`src/rtl/lars_pkg.sv`:
```
// lars_pkg: shared constants, command and register codes, and the payload,
// configuration and token structs of the local alignment row scorer.
// No dependencies.
package lars_pkg;

  localparam int unsigned REF_MAX = 64;
  localparam int unsigned LEN_W   = $clog2(REF_MAX + 1);
  localparam int unsigned COL_W   = LEN_W;
  localparam int unsigned SCORE_W = 15;
  localparam int unsigned F_W     = 16;
  localparam int unsigned ARITH_W = 18;

  localparam logic signed [ARITH_W-1:0] SCORE_MAX = ARITH_W'(32767);

  localparam logic [1:0] CMD_CLEAR  = 2'd0;
  localparam logic [1:0] CMD_APPEND = 2'd1;
  localparam logic [1:0] CMD_SCORE  = 2'd2;

  localparam logic [1:0] REG_MATCH    = 2'd0;
  localparam logic [1:0] REG_MISMATCH = 2'd1;
  localparam logic [1:0] REG_GAP_OPEN = 2'd2;
  localparam logic [1:0] REG_GAP_EXT  = 2'd3;

  localparam logic [6:0] MATCH_RST    = 7'd5;
  localparam logic [7:0] MISMATCH_RST = 8'hfd;
  localparam logic [6:0] GAP_OPEN_RST = 7'd8;
  localparam logic [6:0] GAP_EXT_RST  = 7'd1;

  typedef struct packed {
    logic [1:0] command;
    logic [7:0] symbol;
  } in_item_t;

  typedef struct packed {
    logic [SCORE_W-1:0] row_best;
    logic [6:0]         row_best_column;
    logic [SCORE_W-1:0] overall_best;
  } out_item_t;

  typedef struct packed {
    logic [6:0]        match_score;
    logic signed [7:0] mismatch_score;
    logic [6:0]        gap_open;
    logic [6:0]        gap_extend;
  } cfg_t;

  // row token walking the cell chain, carrying the left-neighbor values
  typedef struct packed {
    logic               valid;
    logic [7:0]         symbol;
    logic [SCORE_W-1:0] diag;
    logic [SCORE_W-1:0] e_left;
    logic [SCORE_W-1:0] hp_left;
    logic [SCORE_W-1:0] best;
    logic [COL_W-1:0]   best_col;
    logic [COL_W-1:0]   pos;
  } token_t;

endpackage

```
`src/rtl/lars_cell.sv`:
```
// lars_cell: one reference column of the scoring chain; holds the reference
// symbol, last-row H and F, and registers the row token for its neighbor.
// Depends on lars_pkg.
module lars_cell (
  input  logic            clk_i,
  input  logic            rst_ni,
  input  logic            adv_i,
  input  logic            active_i,
  input  logic            clr_i,
  input  logic            wr_en_i,
  input  logic [7:0]      wr_sym_i,
  input  lars_pkg::cfg_t   cfg_i,
  input  lars_pkg::token_t tok_i,
  output lars_pkg::token_t tok_o
);
  import lars_pkg::*;

  logic [7:0]               sym_q;
  logic [SCORE_W-1:0]       h_q, h_d;
  logic signed [F_W-1:0]    f_q, f_d;
  token_t                   tok_q, tok_d;

  logic signed [ARITH_W-1:0] h_up_s, f_up_s, open_s, ext_s, sub_s, diag_s;
  logic signed [ARITH_W-1:0] gap_cand, f_max, f_new, dsum, hp_raw, e_raw, e_gap;
  logic [SCORE_W-1:0]        hp, e_new, el;

  always_comb begin
    h_up_s = signed'(ARITH_W'(h_q));
    f_up_s = ARITH_W'(f_q);
    open_s = signed'(ARITH_W'(cfg_i.gap_open));
    ext_s  = signed'(ARITH_W'(cfg_i.gap_extend));
    diag_s = signed'(ARITH_W'(tok_i.diag));
    if (sym_q == tok_i.symbol) begin
      sub_s = signed'(ARITH_W'(cfg_i.match_score));
    end else begin
      sub_s = ARITH_W'(cfg_i.mismatch_score);
    end

    // vertical gap
    gap_cand = h_up_s - open_s;
    f_max    = (f_up_s >= gap_cand) ? f_up_s : gap_cand;
    f_new    = f_max - ext_s;

    // provisional score
    dsum   = diag_s + sub_s;
    hp_raw = (dsum >= f_new) ? dsum : f_new;
    if (hp_raw < 0) begin
      hp_raw = '0;
    end
    hp = (hp_raw > SCORE_MAX) ? SCORE_MAX[SCORE_W-1:0] : hp_raw[SCORE_W-1:0];

    // horizontal gap from the left neighbor
    el    = (tok_i.e_left >= tok_i.hp_left) ? tok_i.e_left : tok_i.hp_left;
    e_raw = signed'(ARITH_W'(el)) - ext_s;
    e_new = (e_raw < 0) ? '0 : e_raw[SCORE_W-1:0];

    e_gap = signed'(ARITH_W'(e_new)) - open_s;
    h_d   = (e_gap > signed'(ARITH_W'(hp))) ? e_gap[SCORE_W-1:0] : hp;
    f_d   = f_new[F_W-1:0];

    tok_d = tok_i;
    if (active_i) begin
      tok_d.diag    = h_q;
      tok_d.e_left  = e_new;
      tok_d.hp_left = hp;
      tok_d.pos     = tok_i.pos + COL_W'(1);
      if (h_d > tok_i.best) begin
        tok_d.best     = h_d;
        tok_d.best_col = tok_i.pos + COL_W'(1);
      end
    end
  end

  always_ff @(posedge clk_i) begin
    if (wr_en_i) begin
      sym_q <= wr_sym_i;
    end
  end

  always_ff @(posedge clk_i or negedge rst_ni) begin
    if (!rst_ni) begin
      h_q   <= '0;
      f_q   <= '0;
      tok_q <= '0;
    end else begin
      if (clr_i || wr_en_i) begin
        h_q <= '0;
        f_q <= '0;
      end else if (adv_i && tok_i.valid && active_i) begin
        h_q <= h_d;
        f_q <= f_d;
      end
      if (adv_i) begin
        tok_q <= tok_d;
      end
    end
  end

  assign tok_o = tok_q;

endmodule

```
`config.mk`:
```
export PLATFORM = sky130hd
export DESIGN_NAME = lars_cell
export DESIGN_NICKNAME = d
export VERILOG_FILES = /design/src/rtl/lars_pkg.sv /design/src/rtl/lars_cell.sv
export SDC_FILE = /design/constraint.sdc
export NUM_CORES = 1
export LEC_CHECK = 0
export BUFFER_PORTS_ARGS = -buffer_cell sky130_fd_sc_hd__buf_2
export CELL_PAD_IN_SITES_DETAIL_PLACEMENT = 0
export CELL_PAD_IN_SITES_GLOBAL_PLACEMENT = 1
export CORE_MARGIN = 5
export CORE_UTILIZATION = 43
export DETAILED_ROUTE_END_ITERATION = 10
export PLACE_DENSITY_LB_ADDON = 0.05
export REMOVE_ABC_BUFFERS = 1
export SYNTH_ARGS = -nofsm -noshare
export SYNTH_HDL_FRONTEND = slang
export SYNTH_SLANG_ARGS = --single-unit
```
`constraint.sdc`:
```
create_clock -name clk_i -period 16.6 [get_ports clk_i]
set_input_delay 4.98 -clock clk_i [delete_from_list [all_inputs] [get_ports clk_i]]
set_output_delay 4.98 -clock clk_i [all_outputs]
set_load 0.05 [all_outputs]
```
Word level (Yosys, flattened, before mapping)
Cells that the tools add are included.
{"block": "totals", "reg_bits": 122, "input_bits": 126, "out_inout_bits": 83, "elab_cells": 44}
{"block": "classes", "n_addsub": 6, "order_cmp": 8, "n_eq_ne": 1, "muxes": 14, "reduce_logical": 4}
{"operator": "two-way mux 15 bit", "n": 6}
{"operator": "two-way mux 74 bit", "n": 1}
{"operator": "two-way mux 18 bit", "n": 4}
{"operator": "subtractor 15 x 7 -> 16 bit", "n": 3}
{"operator": "two-way mux 16 bit", "n": 2}
{"operator": "two-way mux 22 bit", "n": 1}
{"operator": "adder 16 x 18 -> 18 bit", "n": 1}
{"operator": "greater-or-equal comparator 18 bit", "n": 1}
{"operator": "> comparator 18 x 16 -> 1 bit (second input constant)", "n": 1}
{"operator": "less-than comparator 18 x 1 -> 1 bit (second input constant)", "n": 1}
{"operator": "subtractor 18 x 8 -> 18 bit", "n": 1}
{"operator": "greater-or-equal comparator 16 bit", "n": 1}
{"operator": "> comparator 16 bit", "n": 1}
{"operator": "less-than comparator 16 x 1 -> 1 bit (second input constant)", "n": 1}
{"operator": "greater-or-equal comparator 15 bit", "n": 1}
{"operator": "> comparator 15 bit", "n": 1}
{"operator": "== test 8 bit", "n": 1}
{"operator": "adder 7 x 1 -> 7 bit (second input constant)", "n": 1}
{"operator": "logical AND 1 bit", "n": 2}
{"operator": "nonzero test 2 bit", "n": 1}
{"operator": "logical OR 1 bit", "n": 1}

Logic depth before layout (Yosys ltp)
Gate-level depths: netlist of the first run.
{"block": "logic_depth", "depth_word": 15, "mapped_depth": 76, "mapped_depth_nobuf": 70}

Worst setup path before layout of the first run
No wires, ideal clock.
{"block": "synth_timing", "path_kind": "in2reg", "start": "in cfg_i[13] in the netlist's numbering", "end": "reg tok_q (netlist bit tok_o[15])", "setup_ps": 136, "arrival_ps": 18441, "required_ps": 16464, "path_slack_ps": -1977, "cell_stages": 75, "path_buffers": 8, "cell_sequence": "inv_1 -> ha_1 -> clkbuf_1 -> a21o_1 -> a31oi_1 -> a21oi_1 -> clkbuf_1 -> nor4b_1 -> inv_1 -> ha_1 -> buf_4 -> nand4_1 -> or2_2 -> or4_4 -> nor4_1 -> nor3_1 -> and4_1 -> nor2_1 -> [... 39 more ...] -> clkbuf_1 -> o221a_1 -> nor2_1 -> ha_1 -> o21a_1 -> o21a_1 -> o21a_1 -> o21a_1 -> o21a_1 -> o21ai_0 -> nand2b_1 -> a21oi_1 -> nor2_1 -> o211ai_1 -> clkbuf_1 -> nor2_1 -> a221oi_1 -> o32ai_1"}
{"block": "synth_via", "elab_chain_cells": 15, "word_cells_on_any_way": 16, "cone_classes": "add/sub (3); order compare (6); mux (7)"}
{"element": "start, declared", "line_no": "lars_cell.sv:12", "text": "input lars_pkg::cfg_t cfg_i,"}
{"element": "subtractor 15 x 7 -> 16 bit", "line_no": "lars_cell.sv:40", "text": "gap_cand = h_up_s - open_s;"}
{"element": "greater-or-equal comparator 16 bit", "line_no": "lars_cell.sv:41", "text": "f_max = (f_up_s >= gap_cand) ? f_up_s : gap_cand;"}
{"element": "two-way mux 18 bit", "line_no": "lars_cell.sv:41"}
{"element": "subtractor 18 x 8 -> 18 bit", "line_no": "lars_cell.sv:42", "text": "f_new = f_max - ext_s;"}
{"element": "greater-or-equal comparator 18 bit", "line_no": "lars_cell.sv:46", "text": "hp_raw = (dsum >= f_new) ? dsum : f_new;"}
{"element": "two-way mux 18 bit", "line_no": "lars_cell.sv:46"}
{"element": "less-than comparator 18 x 1 -> 1 bit", "line_no": "lars_cell.sv:47", "text": "if (hp_raw < 0) begin"}
{"element": "two-way mux 18 bit", "line_no": "lars_cell.sv:47"}
{"element": "> comparator 18 x 16 -> 1 bit", "line_no": "lars_cell.sv:50", "text": "hp = (hp_raw > SCORE_MAX) ? SCORE_MAX[SCORE_W-1:0] : hp_raw[SCORE_W-1:0];"}
{"element": "two-way mux 15 bit", "line_no": "lars_cell.sv:50"}
{"element": "> comparator 16 bit", "line_no": "lars_cell.sv:58", "text": "h_d = (e_gap > signed'(ARITH_W'(hp))) ? e_gap[SCORE_W-1:0] : hp;"}
{"element": "two-way mux 15 bit *", "line_no": "lars_cell.sv:58"}
{"element": "> comparator 15 bit", "line_no": "lars_cell.sv:67", "text": "if (h_d > tok_i.best) begin"}
{"element": "two-way mux 22 bit *", "line_no": "lars_cell.sv:67"}
{"element": "two-way mux 74 bit *", "line_no": "lars_cell.sv:62", "text": "if (active_i) begin"}
{"element": "end signal, assigned", "line_no": "lars_cell.sv:94", "text": "tok_q <= tok_d;"}
{"element": "end, declared", "line_no": "lars_cell.sv:21", "text": "token_t tok_q, tok_d;"}
Every way passes the cells marked *; elsewhere a longest branch is shown, timed or not.
A chain may end at the register's enable or synchronous reset.

Worst setup path after layout of the first run
{"block": "layout_timing", "start": "in cfg_i[10] in the netlist's numbering", "end": "reg tok_q (netlist bit tok_o[15])"}
Same word-level chain as after synthesis.

==> results.tsv, run 1 <==
stage	metric	value	unit
setup_path	cell mode on critical path	buf_4	
setup_path	CP peak stage delay	0.37	ns
timing	fmax	0.05883	GHz
layout	number of inserted diodes	0	
global_routing	grt ovf	0	
global_routing	global-route usage over all layers	27.93	%
yosys	Syn Area/Cell	8.244	um^2
timing	count of final hold-check violations	0	
clock_tree	CTS tree	done	
timing	Slew Limit Headroom	30.20	%
clock_tree	total CTS buffers	17	
min_path	worst hold endpoint	tok_o[16]	
place	Placer Congestion	0.9336	
floorplan	die width	173.5	um
min_path	Hold WC Path Type	reg2reg	
layout	layout cells sized above 1	35.89	%
timing	Setup violations, final	22	
yosys	synthesized instance count	1394	
place	DPL Wire Length	33.07	mm
clock_tree	root buf cell	clkbuf_16	
timing	setup_tns	-7.388	ns
place	input/output buffers	208	
setup_path	R2R setup slack	3.34	ns
clock_tree	H-Tree Depth	4	
timing	clock skew	0.01846	ns
status	status	finished with violations	
setup_path	r2r worst-path depth	70	
timing	hold_ws	0.4995	ns
timing	RSZ-0062 raised after global routing	true	
routing	Routed Antenna Nets	0	
floorplan	initial core utilization	43.85	%
global_routing	first-pass GRT wire length	67.04	mm
clock_tree	clk sinks	122	
routing	WL final	43.73	mm
routing	Vias per Instance	5.644	
timing	Final Cycle Share	102.4	%
timing	max-slew violations	0	
timing	Tmin final	17.00	ns
yosys	Distinct cells, synth	85	
yosys	EDFF count, synth	8	
min_path	hold path cells	2	
routing	DRC Markers	0	
status	violated checks	negative setup slack	
routing	vias post-DR	12250	
routing	wire per inst	20.14	um
place	DP Cell Count	2076	
layout	Reg area	3093	um^2
setup_path	Crit Path Max Fanout	7	
job	# Max-Cap Violations	0	
timing	Setup WS post-layout	-0.3990	ns
clock_tree	cts hold-fix bufs	0	
clock_tree	clock buffer depth	2	
routing	DRT Pass-1 Iters	5	
setup_path	critical path capture point type	flip-flop	
layout	Cell Count, Final, Fillers Out	2171	
floorplan	Rows	59	
setup_path	crit path kind	in2reg	
layout	Final #Nets	2074	
clock_tree	Clk pin slew, worst setup/hold paths	0.06	ns
timing	Tightest Pin Transition	1.046	ns
yosys	Async S/R FF share, synth	93.44	%
floorplan	Die Ht	173.5	um
layout	multi-input logic area	8249	um^2
floorplan	I/O pin total	209	
floorplan	core area	26210	um^2
floorplan	Die ar.	30100	um^2
yosys	main flop type after synthesis	dfrtp_1	
global_routing	antenna violations before repair	0	
setup_path	crit path DAT	17.30	ns
global_routing	largest net degree at the start of global routing	85	
setup_path	crit path launch type	primary input	
yosys	Seq/Total Area, Yosys	26.91	%
yosys	Seq cells post-synth	122	
setup_path	reg2reg start	h_q[8]	
clock_tree	Clock Latency Late Sink	0.44	ns
yosys	Yosys Warn Count	0	
setup_path	Critical-path top delay cell	or3_4	
routing	DRT iter0 DRCs	736	
global_routing	number of global-route vias before repair	12190	
layout	synthesis-to-layout area growth	38.13	%
min_path	Hold Path Origin	tok_o[16]	
layout	fill count	2416	
setup_path	reg-to-reg endpoint	tok_o[15]	
setup_path	worst path required time	16.90	ns
yosys	synthesized cell area	11490	um^2
## critical path: cells and delay by family
family                   cells  cell delay (ns)
buffers and inverters       41             5.16
AO/OA/AOI/OAI               28             4.59
AND/OR/NAND/NOR             12             1.32
adder cells (fa/ha/maj)      4             0.99
XOR/XNOR                     1             0.22
## per-stage QoR
stage / utilization (%) / worst slack (ns) / instance area [um^2]
after floorplan: - / -2.684 / 11230
after global placement: 54.41 / -1.166 / 14260
after detailed placement: 54.41 / -1.464 / 14260
after CTS: 58.90 / -0.06481 / 15430
after global routing: 60.57 / -0.9801 / 15870
final: 60.57 / -0.3990 / 15870
## synth_stat cells (7+ instances only)
library cell | instances | area (um^2)
ha_1 | 120 | 1501
a221oi_1 | 7 | 61.31
o221ai_1 | 10 | 87.58
nor2_1 | 139 | 521.8
nand3_1 | 24 | 120.1
nor3_1 | 30 | 150.1
xor2_1 | 30 | 262.8
a21o_1 | 21 | 157.7
mux2i_1 | 33 | 330.3
nand4_1 | 11 | 68.82
o221a_2 | 9 | 101.4
o21ai_0 | 83 | 415.4
a221o_1 | 8 | 80.08
nor4_1 | 11 | 68.82
or3_1 | 10 | 62.56
edfxtp_1 | 8 | 240.2
and3_1 | 22 | 137.6
clkbuf_1 | 46 | 172.7
buf_1 | 8 | 30.03
a31oi_1 | 7 | 43.79
nor2b_1 | 25 | 156.4
mux2_2 | 30 | 337.8
o21a_1 | 23 | 172.7
a21oi_1 | 129 | 645.6
inv_1 | 107 | 401.6
xnor2_1 | 47 | 411.6
o31ai_1 | 26 | 195.2
dfrtp_1 | 114 | 2853
nand2b_1 | 20 | 125.1
nand2_1 | 105 | 394.1
o22ai_1 | 12 | 75.07
or2_2 | 15 | 93.84
## per-layer routing
layer | wire length, um | share of wire [%] | track usage [%]
met5 | 0 | 0 | 0
met4 | 1303 | 3.0 | 8.713
met3 | 2404 | 5.5 | 4.820
met2 | 21000 | 48 | 47.70
met1 | 19020 | 43 | 36.16
## cells in the final DEF (no fill, tap or decap), drive strengths merged, types with 25 or more instances in the layout
cell type  netlist  routed
nand2          105     105
nor2b           25      25
nor2           140     140
o31ai           26      26
ha             120     120
xnor2           47      47
nor3            31      31
mux2i           33      33
buf             15     471
dfrtp          114     114
xor2            30      30
mux2            30      30
inv            108     114
a21oi          131     131
o21ai           87      87
## worst max path at each step
stage / start / end / slack (ns)
6_report: cfg_i[10] / tok_o[15] / -0.40
5_1_grt: cfg_i[10] / tok_o[15] / -0.98
4_1_cts: cfg_i[7] / tok_o[15] / -0.06
3_5_place_dp: cfg_i[10] / tok_o[15] / -1.46
3_3_place_gp: cfg_i[10] / tok_o[15] / -1.17
2_1_floorplan: cfg_i[8] / tok_o[27] / -2.68
## area by class of cell
| type | count | share of cell area, % |
|---|---|---|
| Clock buffer | 17 | 2.680 |
| Clock inverter | 15 | 1.040 |
| Inverter | 108 | 2.617 |
| Multi-Input combinational cell | 1103 | 51.97 |
| Sequential cell | 122 | 19.48 |
| Tap cell | 335 | 2.640 |
| Timing Repair Buffer | 471 | 19.57 |
## kinds of logic (layout without fill, tap and decap cells)
family          count (synthesis)  after routing  synth area share, %
mux                            63             63                5.814
xor+xnor                       78             78                6.064
buf+inv                       169            611                5.803
simple gates                  433            433                18.14
fa+ha+maj                     125            125                13.94
compound gates                404            404                23.33
flops                         122            122                26.91
## state kept, by name, summed over array words and instances (netlist names)
signal	count
f_q	16
h_q	15
sym_q	8
tok_o	83
## timing repair
item	CTS	global route
setup endpoints to repair	22	22
gates resized for setup	48	84
gates cloned	1	0
pin swaps	36	38
hold endpoints to repair	0	0
setup buffers	48	16
Power of run 1 is left out: the tool's default activity adds up to more than one toggle a clock period on the data nets, which glitch-free logic cannot reach.
==> run 2, diff against run 1 <==
Settings changed: PLACE_DENSITY_LB_ADDON 0.05 to 0.1.
==> run 2 against run 1 <==
Effect of this change: the flow still finishes with violations (negative setup slack); die area did not move; non-clock buffer count is 39 lower; fmax increased by 1.5%; sequential share of layout area up 0.64 points; critical path depth fell by 14; cell count fell by 1.8%; wire length fell by 3.4%; flip-flop and latch count unchanged; hold slack worse by 0.0073 ns; register-to-register slack improved by 0.55 ns; critical endpoint is now tok_o[16].
==> results.tsv, run 2 (same netlist as run 1, synthesis figures left out) <==
stage	metric	value	unit	change
routing	Vias per Instance	5.565		-1.4%
setup_path	CP peak stage delay	0.39	ns	+0.02 ns
setup_path	Critical-path top delay cell	or3b_4		
timing	clock skew	0.01740	ns	-0.001061 ns
layout	most common cell after layout, fill and taps aside	buf_4		
layout	number of inserted diodes	0		unchanged
setup_path	delay-heaviest family, CP	compound AO/OA/AOI/OAI gates		
floorplan	die width	173.5	um	unchanged
clock_tree	Clock Latency Late Sink	0.44	ns	about the same
floorplan	I/O pin total	209		unchanged
min_path	Hold WC Path Type	reg2reg		
floorplan	Rows	59		unchanged
timing	Setup violations, final	20		-9.1%
job	# Max-Cap Violations	0		unchanged
clock_tree	clk sinks	122		unchanged
setup_path	R2R setup slack	3.89	ns	+0.55 ns
setup_path	crit path DAT	17.06	ns	-0.24 ns
setup_path	crit path launch type	primary input		
layout	fill count	2513		+4.0%
global_routing	grt ovf	0		unchanged
routing	DRT Pass-1 Iters	5		unchanged
routing	DRC Markers	0		unchanged
setup_path	CP Launch Point	cfg_i[11]		
floorplan	initial core utilization	43.85	%	unchanged
global_routing	antenna violations before repair	0		unchanged
timing	count of final hold-check violations	0		unchanged
clock_tree	root buf cell	clkbuf_16		
floorplan	core area	26210	um^2	unchanged
place	Placer Congestion	0.9102		-2.5%
layout	Final #Nets	2035		-1.9%
timing	Final Cycle Share	100.9	%	-1.5 points
setup_path	cell mode on critical path	o21a_1		
clock_tree	H-Tree Depth	4		unchanged
routing	wire per inst	19.81	um	-1.6%
floorplan	Die ar.	30100	um^2	unchanged
layout	layout cells sized above 1	33.06	%	-2.8 points
place	DPL Wire Length	33.26	mm	+0.58%
timing	Tmin final	16.75	ns	-0.2467 ns
routing	WL final	42.24	mm	-3.4%
timing	setup_tns	-1.407	ns	+5.981 ns
timing	Tightest Pin Transition	1.117	ns	+0.07143 ns
timing	fmax	0.05969	GHz	+1.5%
layout	max reg flops	83		unchanged
clock_tree	CTS tree	done		
clock_tree	cts hold-fix bufs	0		unchanged
setup_path	worst path required time	16.91	ns	about the same
timing	Slew Limit Headroom	25.51	%	-4.7 points
floorplan	Die Ht	173.5	um	unchanged
place	input/output buffers	208		unchanged
setup_path	sum of buffers and inverters on the critical path	8		-80%
timing	RSZ-0062 raised after global routing	true		
clock_tree	total CTS buffers	17		unchanged
setup_path	reg2reg start	h_q[8]		
routing	DRT iter0 DRCs	735		-0.14%
setup_path	crit path kind	in2reg		
status	status	finished with violations		
setup_path	Crit Path Max Fanout	6		-1
layout	synthesis-to-layout area growth	33.76	%	
min_path	Hold Path Origin	tok_o[23]		
global_routing	global-route usage over all layers	27.31	%	-0.63 points
global_routing	largest net degree at the start of global routing	81		-4.7%
timing	max-slew violations	0		unchanged
global_routing	first-pass GRT wire length	65.57	mm	-2.2%
routing	Routed Antenna Nets	0		unchanged
setup_path	critical path capture point type	flip-flop		
clock_tree	Clk pin slew, worst setup/hold paths	0.07	ns	about the same
global_routing	number of global-route vias before repair	11740		-3.7%
routing	vias post-DR	11860		-3.2%
clock_tree	clock buffer depth	2		unchanged
timing	Setup WS post-layout	-0.1523	ns	+0.2467 ns
layout	multi-input logic area	8087	um^2	-2.0%
status	violated checks	negative setup slack		
layout	Reg area	3093	um^2	unchanged
layout	most frequent cells in the layout	217 x buf_4, 206 x buf_2, 137 x nor2_1		
## run 2: cell types whose count changed in the layout (fill, tap and decap cells not counted), sizes merged
cell	delta
buf	-40
bufinv	-2
clkbuf	+1
inv	+2
## run 2: stage by stage
| stage | cells | setup slack [ns] | hold slack (ns) | util [%] | instance area [um^2] |
|---|---|---|---|---|---|
| global route | 2132 | -0.8467 | 0.5237 | 58.66 | 15370 |
| CTS | 2120 | 0.006766 | 0.4947 | 57.66 | 15110 |
| floorplan | 1333 | -2.684 | 0.4716 | - | 11230 |
| detailed placement | 2067 | -1.489 | 0.4794 | 54.01 | 14150 |
| global placement | 2067 | -1.217 | 0.4759 | 54.01 | 14150 |
| finish | 2132 | -0.1523 | 0.4922 | 58.66 | 15370 |
## run 2: timing repair
action / CTS / global route
pin swaps: 39 / 22
gates resized for setup: 56 / 38
setup endpoints to repair: 22 / 22
gates cloned: 1 / 1
setup buffers: 20 / 12
## run 2: layout make-up
class | count | area share [%]
clock inverter | 15 | 0.9930
multi-input combinational | 1103 | 52.60
clock buffer | 17 | 2.767
timing repair buffer | 432 | 18.13
inverter | 108 | 2.653
sequential | 122 | 20.12
tap | 335 | 2.727
## run 2: path summary, 6_finish.rpt
path,to,cells after the start
max,tok_o[16],72
min in group asynchronous,f_q[15],1
max in group asynchronous,tok_o[67],2
min,tok_o[23],2
max reg2reg,tok_o[16],68
min reg2reg,tok_o[23],2
## run 2: layer usage
| layer | vias to the layer above | global-route usage (%) | part of all wire [%] |
|---|---|---|---|
| met2 | 348 | 45.14 | 46 |
| met4 | 0 | 9.145 | 3.2 |
| met1 | 5644 | 36.78 | 46 |
| met5 | - | 0 | 0 |
| met3 | 70 | 3.991 | 4.8 |
| li1 | 5802 | - | - |
## run 2: worst reg2reg max path, delay by kind of cell (launching register included)
kind	cells	cell delay [ns]
flops	1	0.61
xor+xnor	1	0.17
fa+ha+maj	5	1.45
simple gates	17	3.32
mux	1	0.27
buf+inv	7	0.84
compound gates	37	5.94
Power of run 2 is left out for the same reason.
==> run 3, diff against run 2 <==
Settings changed: ABC_AREA set to 1, CORE_UTILIZATION 43 to 41, CTS_CLUSTER_DIAMETER set to 120.
==> run 3 against run 2 <==
Effect of this change: the flow now finishes without violations; hold slack got worse by 0.026 ns; flip-flop and latch count unchanged; sequential share of layout area is 3.8 points higher; fmax rose by 8.2%; first-iteration DRC count down 18%; wire length decreased by 12%; synthesized cell count up 13%; critical path depth rose by 5; register-to-register slack improved by 1.5 ns; cell count shrank 0.98%; global-route usage decreased by 3.3 points.
==> results.tsv, run 3 <==
stage	metric	value	unit	change
yosys	Seq cells post-synth	122		unchanged
place	DPL Wire Length	28.93	mm	-13%
yosys	main combinational cell family by area after synthesis	simple AND/OR/NAND/NOR gates		
yosys	Area contributors post-synth	dfrtp_1 26%, nand2_1 15%, ha_1 14%		
floorplan	Die Ht	174.0	um	+0.28%
clock_tree	CTS tree	done		
floorplan	Rows	60		+1.7%
place	input/output buffers	208		unchanged
clock_tree	H-Tree Depth	4		unchanged
status	status	completed		
routing	Vias per Instance	5.198		-6.6%
timing	Tmin final	15.49	ns	-1.265 ns
timing	clock skew	0.01952	ns	+0.002120 ns
global_routing	antenna violations before repair	1		+1
layout	layout cells sized above 1	18.76	%	-14 points
routing	DRC Markers	0		unchanged
yosys	EDFF count, synth	8		unchanged
yosys	top-area cell type share of the netlist area	25.88	%	+1.1 points
floorplan	die width	174.0	um	+0.28%
setup_path	CP peak stage delay	0.41	ns	+0.02 ns
yosys	synthesized instance count	1569		+13%
setup_path	crit path launch type	primary input		
setup_path	cell mode on critical path	nand2_1		
clock_tree	root buf cell	clkbuf_16		
yosys	Synth top cells by count	427 x nand2_1, 194 x inv_1, 141 x o21ai_0, 120 x ha_1, 114 x dfrtp_1		
yosys	Distinct cells, synth	54		-36%
timing	RSZ-0062 raised after global routing	false		
clock_tree	Clock Latency Late Sink	0.44	ns	about the same
routing	vias post-DR	10970		-7.5%
global_routing	global-route usage over all layers	23.96	%	-3.3 points
setup_path	crit path DAT	15.81	ns	-1.25 ns
yosys	Yosys Warn Count	0		unchanged
yosys	main flop type after synthesis	dfrtp_1		
floorplan	initial core utilization	41.25	%	-2.6 points
routing	DRT Pass-1 Iters	7		+2
routing	wire per inst	17.60	um	-11%
routing	Routed Antenna Nets	0		unchanged
yosys	most common cell in the synthesized netlist	nand2_1		
clock_tree	total CTS buffers	17		unchanged
layout	fill count	2825		+12%
layout	synthesis-to-layout area growth	17.26	%	
global_routing	largest net degree at the start of global routing	85		+4.9%
job	# Max-Cap Violations	0		unchanged
place	DP Area	12310	um^2	-13%
clock_tree	clock buffer depth	2		unchanged
layout	fin area	12930	um^2	-16%
timing	Setup violations, final	0		-100%
global_routing	number of global-route vias before repair	10690		-8.9%
setup_path	crit path kind	in2reg		
timing	Slew Limit Headroom	10.51	%	-15 points
layout	most frequent cells in the layout	424 x nand2_1, 207 x buf_2, 193 x inv_1		
layout	number of inserted diodes	0		unchanged
layout	Final #Nets	2008		-1.3%
routing	DRT iter0 DRCs	604		-18%
setup_path	Crit Path Max Fanout	25		+19
timing	setup_tns	0	ns	+1.407 ns
global_routing	first-pass GRT wire length	58.31	mm	-11%
setup_path	worst path required time	16.92	ns	about the same
yosys	Post-Synth Adder-Cell Area	14.53	%	+0.59 points
yosys	compound-gate portion of the synthesized area	15.23	%	-8.1 points
yosys	Yosys top cell by area	dfrtp_1		
clock_tree	Clk pin slew, worst setup/hold paths	0.06	ns	about the same
clock_tree	clk sinks	122		unchanged
timing	Setup WS post-layout	1.112	ns	+1.265 ns
clock_tree	cts hold-fix bufs	0		unchanged
global_routing	grt ovf	0		unchanged
routing	WL final	37.16	mm	-12%
timing	hold_ws	0.4658	ns	-0.02644 ns
timing	Final Cycle Share	93.30	%	-7.6 points
floorplan	core area	26730	um^2	+2.0%
layout	most common cell after layout, fill and taps aside	nand2_1		
timing	Tightest Pin Transition	1.332	ns	+0.2148 ns
yosys	Seq/Total Area, Yosys	28.06	%	+1.1 points
yosys	mux contribution to synthesized area	0.6129	%	-5.2 points
timing	count of final hold-check violations	0		unchanged
yosys	Async S/R FF share, synth	93.44	%	unchanged
yosys	XOR/XNOR Fraction of Synth Area	4.449	%	-1.6 points
floorplan	I/O pin total	209		unchanged
timing	fmax	0.06457	GHz	+8.2%
setup_path	critical path capture point type	flip-flop		
yosys	share of synthesized cell area in and, or, nand and nor gates	27.83	%	+9.7 points
min_path	Hold WC Path Type	reg2reg		
timing	max-slew violations	0		unchanged
yosys	synthesized cell area	11020	um^2	-4.1%
layout	max reg flops	83		unchanged
floorplan	Die ar.	30270	um^2	+0.57%
yosys	Syn Area/Cell	7.026	um^2	-15%
place	Placer Congestion	0.9313		+2.3%
setup_path	Critical-path top delay cell	fa_1		
place	pre-CTS setup slack	0.5556	ns	+2.044 ns
[run 3: cell count changes after synthesis, moves of 32 or more]
cell	delta
o21ai_0	+58
nand2_1	+322
nor2_1	-52
nand3_1	+56
xnor2_1	-32
mux2i_1	-33
inv_1	+87
[run 3: cell families (layout without fill, tap and decap cells)]
logic type,count (synthesis),after routing
compound gates,313,314
xor+xnor,56,56
fa+ha+maj,125,125
buf+inv,253,453
flops,122,122
mux,6,6
simple gates,694,694
[run 3: metal layers]
| layer | global-route usage [%] | vias to the layer above | routed length, um |
|---|---|---|---|
| li1 | - | 5543 | - |
| met5 | 0 | - | 7 |
| met3 | 3.545 | 42 | 1556 |
| met4 | 5.576 | 2 | 663 |
| met1 | 33.23 | 5111 | 17730 |
| met2 | 39.67 | 276 | 17200 |
[run 3: layout make-up]
type                            instances  area [um^2]  area share [%]
Clock buffer                           17        425.4           3.291
Multi-Input combinational cell       1195         6934           53.64
Clock inverter                         15        141.4           1.094
Tap cell                              341        426.7           3.301
Inverter                              200        752.0           5.817
Sequential cell                       122         3093           23.93
Timing Repair Buffer                  221         1154           8.925
[run 3: worst paths after layout]
check                           from        end  slack, ns  cells past startpoint
max                         cfg_i[9]  tok_o[14]       1.11                     77
min reg2reg                tok_o[81]  tok_o[81]       0.47                      2
max in group asynchronous     rst_ni  tok_o[42]      10.63                      2
max reg2reg                   h_q[2]  tok_o[14]       5.36                     75
min in group asynchronous     rst_ni    f_q[13]       4.68                      1
min                        tok_o[81]  tok_o[81]       0.47                      2
[run 3: critical path: cells and delay by family]
kind	cells	cell delay, ns
AND/OR/NAND/NOR	33	3.32
buffers and inverters	9	0.89
AO/OA/AOI/OAI	26	3.89
adder cells (fa/ha/maj)	7	2.15
XOR/XNOR	2	0.57
[run 3: per-stage QoR]
| step | util [%] | std cells |
|---|---|---|
| 2_1_floorplan | - | 1516 |
| 3_3_place_gp | 46.07 | 2077 |
| 3_5_place_dp | 46.07 | 2077 |
| 4_1_cts | 48.19 | 2109 |
| 5_1_grt | 48.37 | 2111 |
| 6_report | 48.37 | 2111 |
[run 3: what timing repair did]
item                                    CTS  global route
endpoints found under the setup margin    0            22
endpoints found under the hold margin     0             0
setup buffers                             0             1
gates resized for setup                   0             8
Power of run 3 is left out for the same reason.
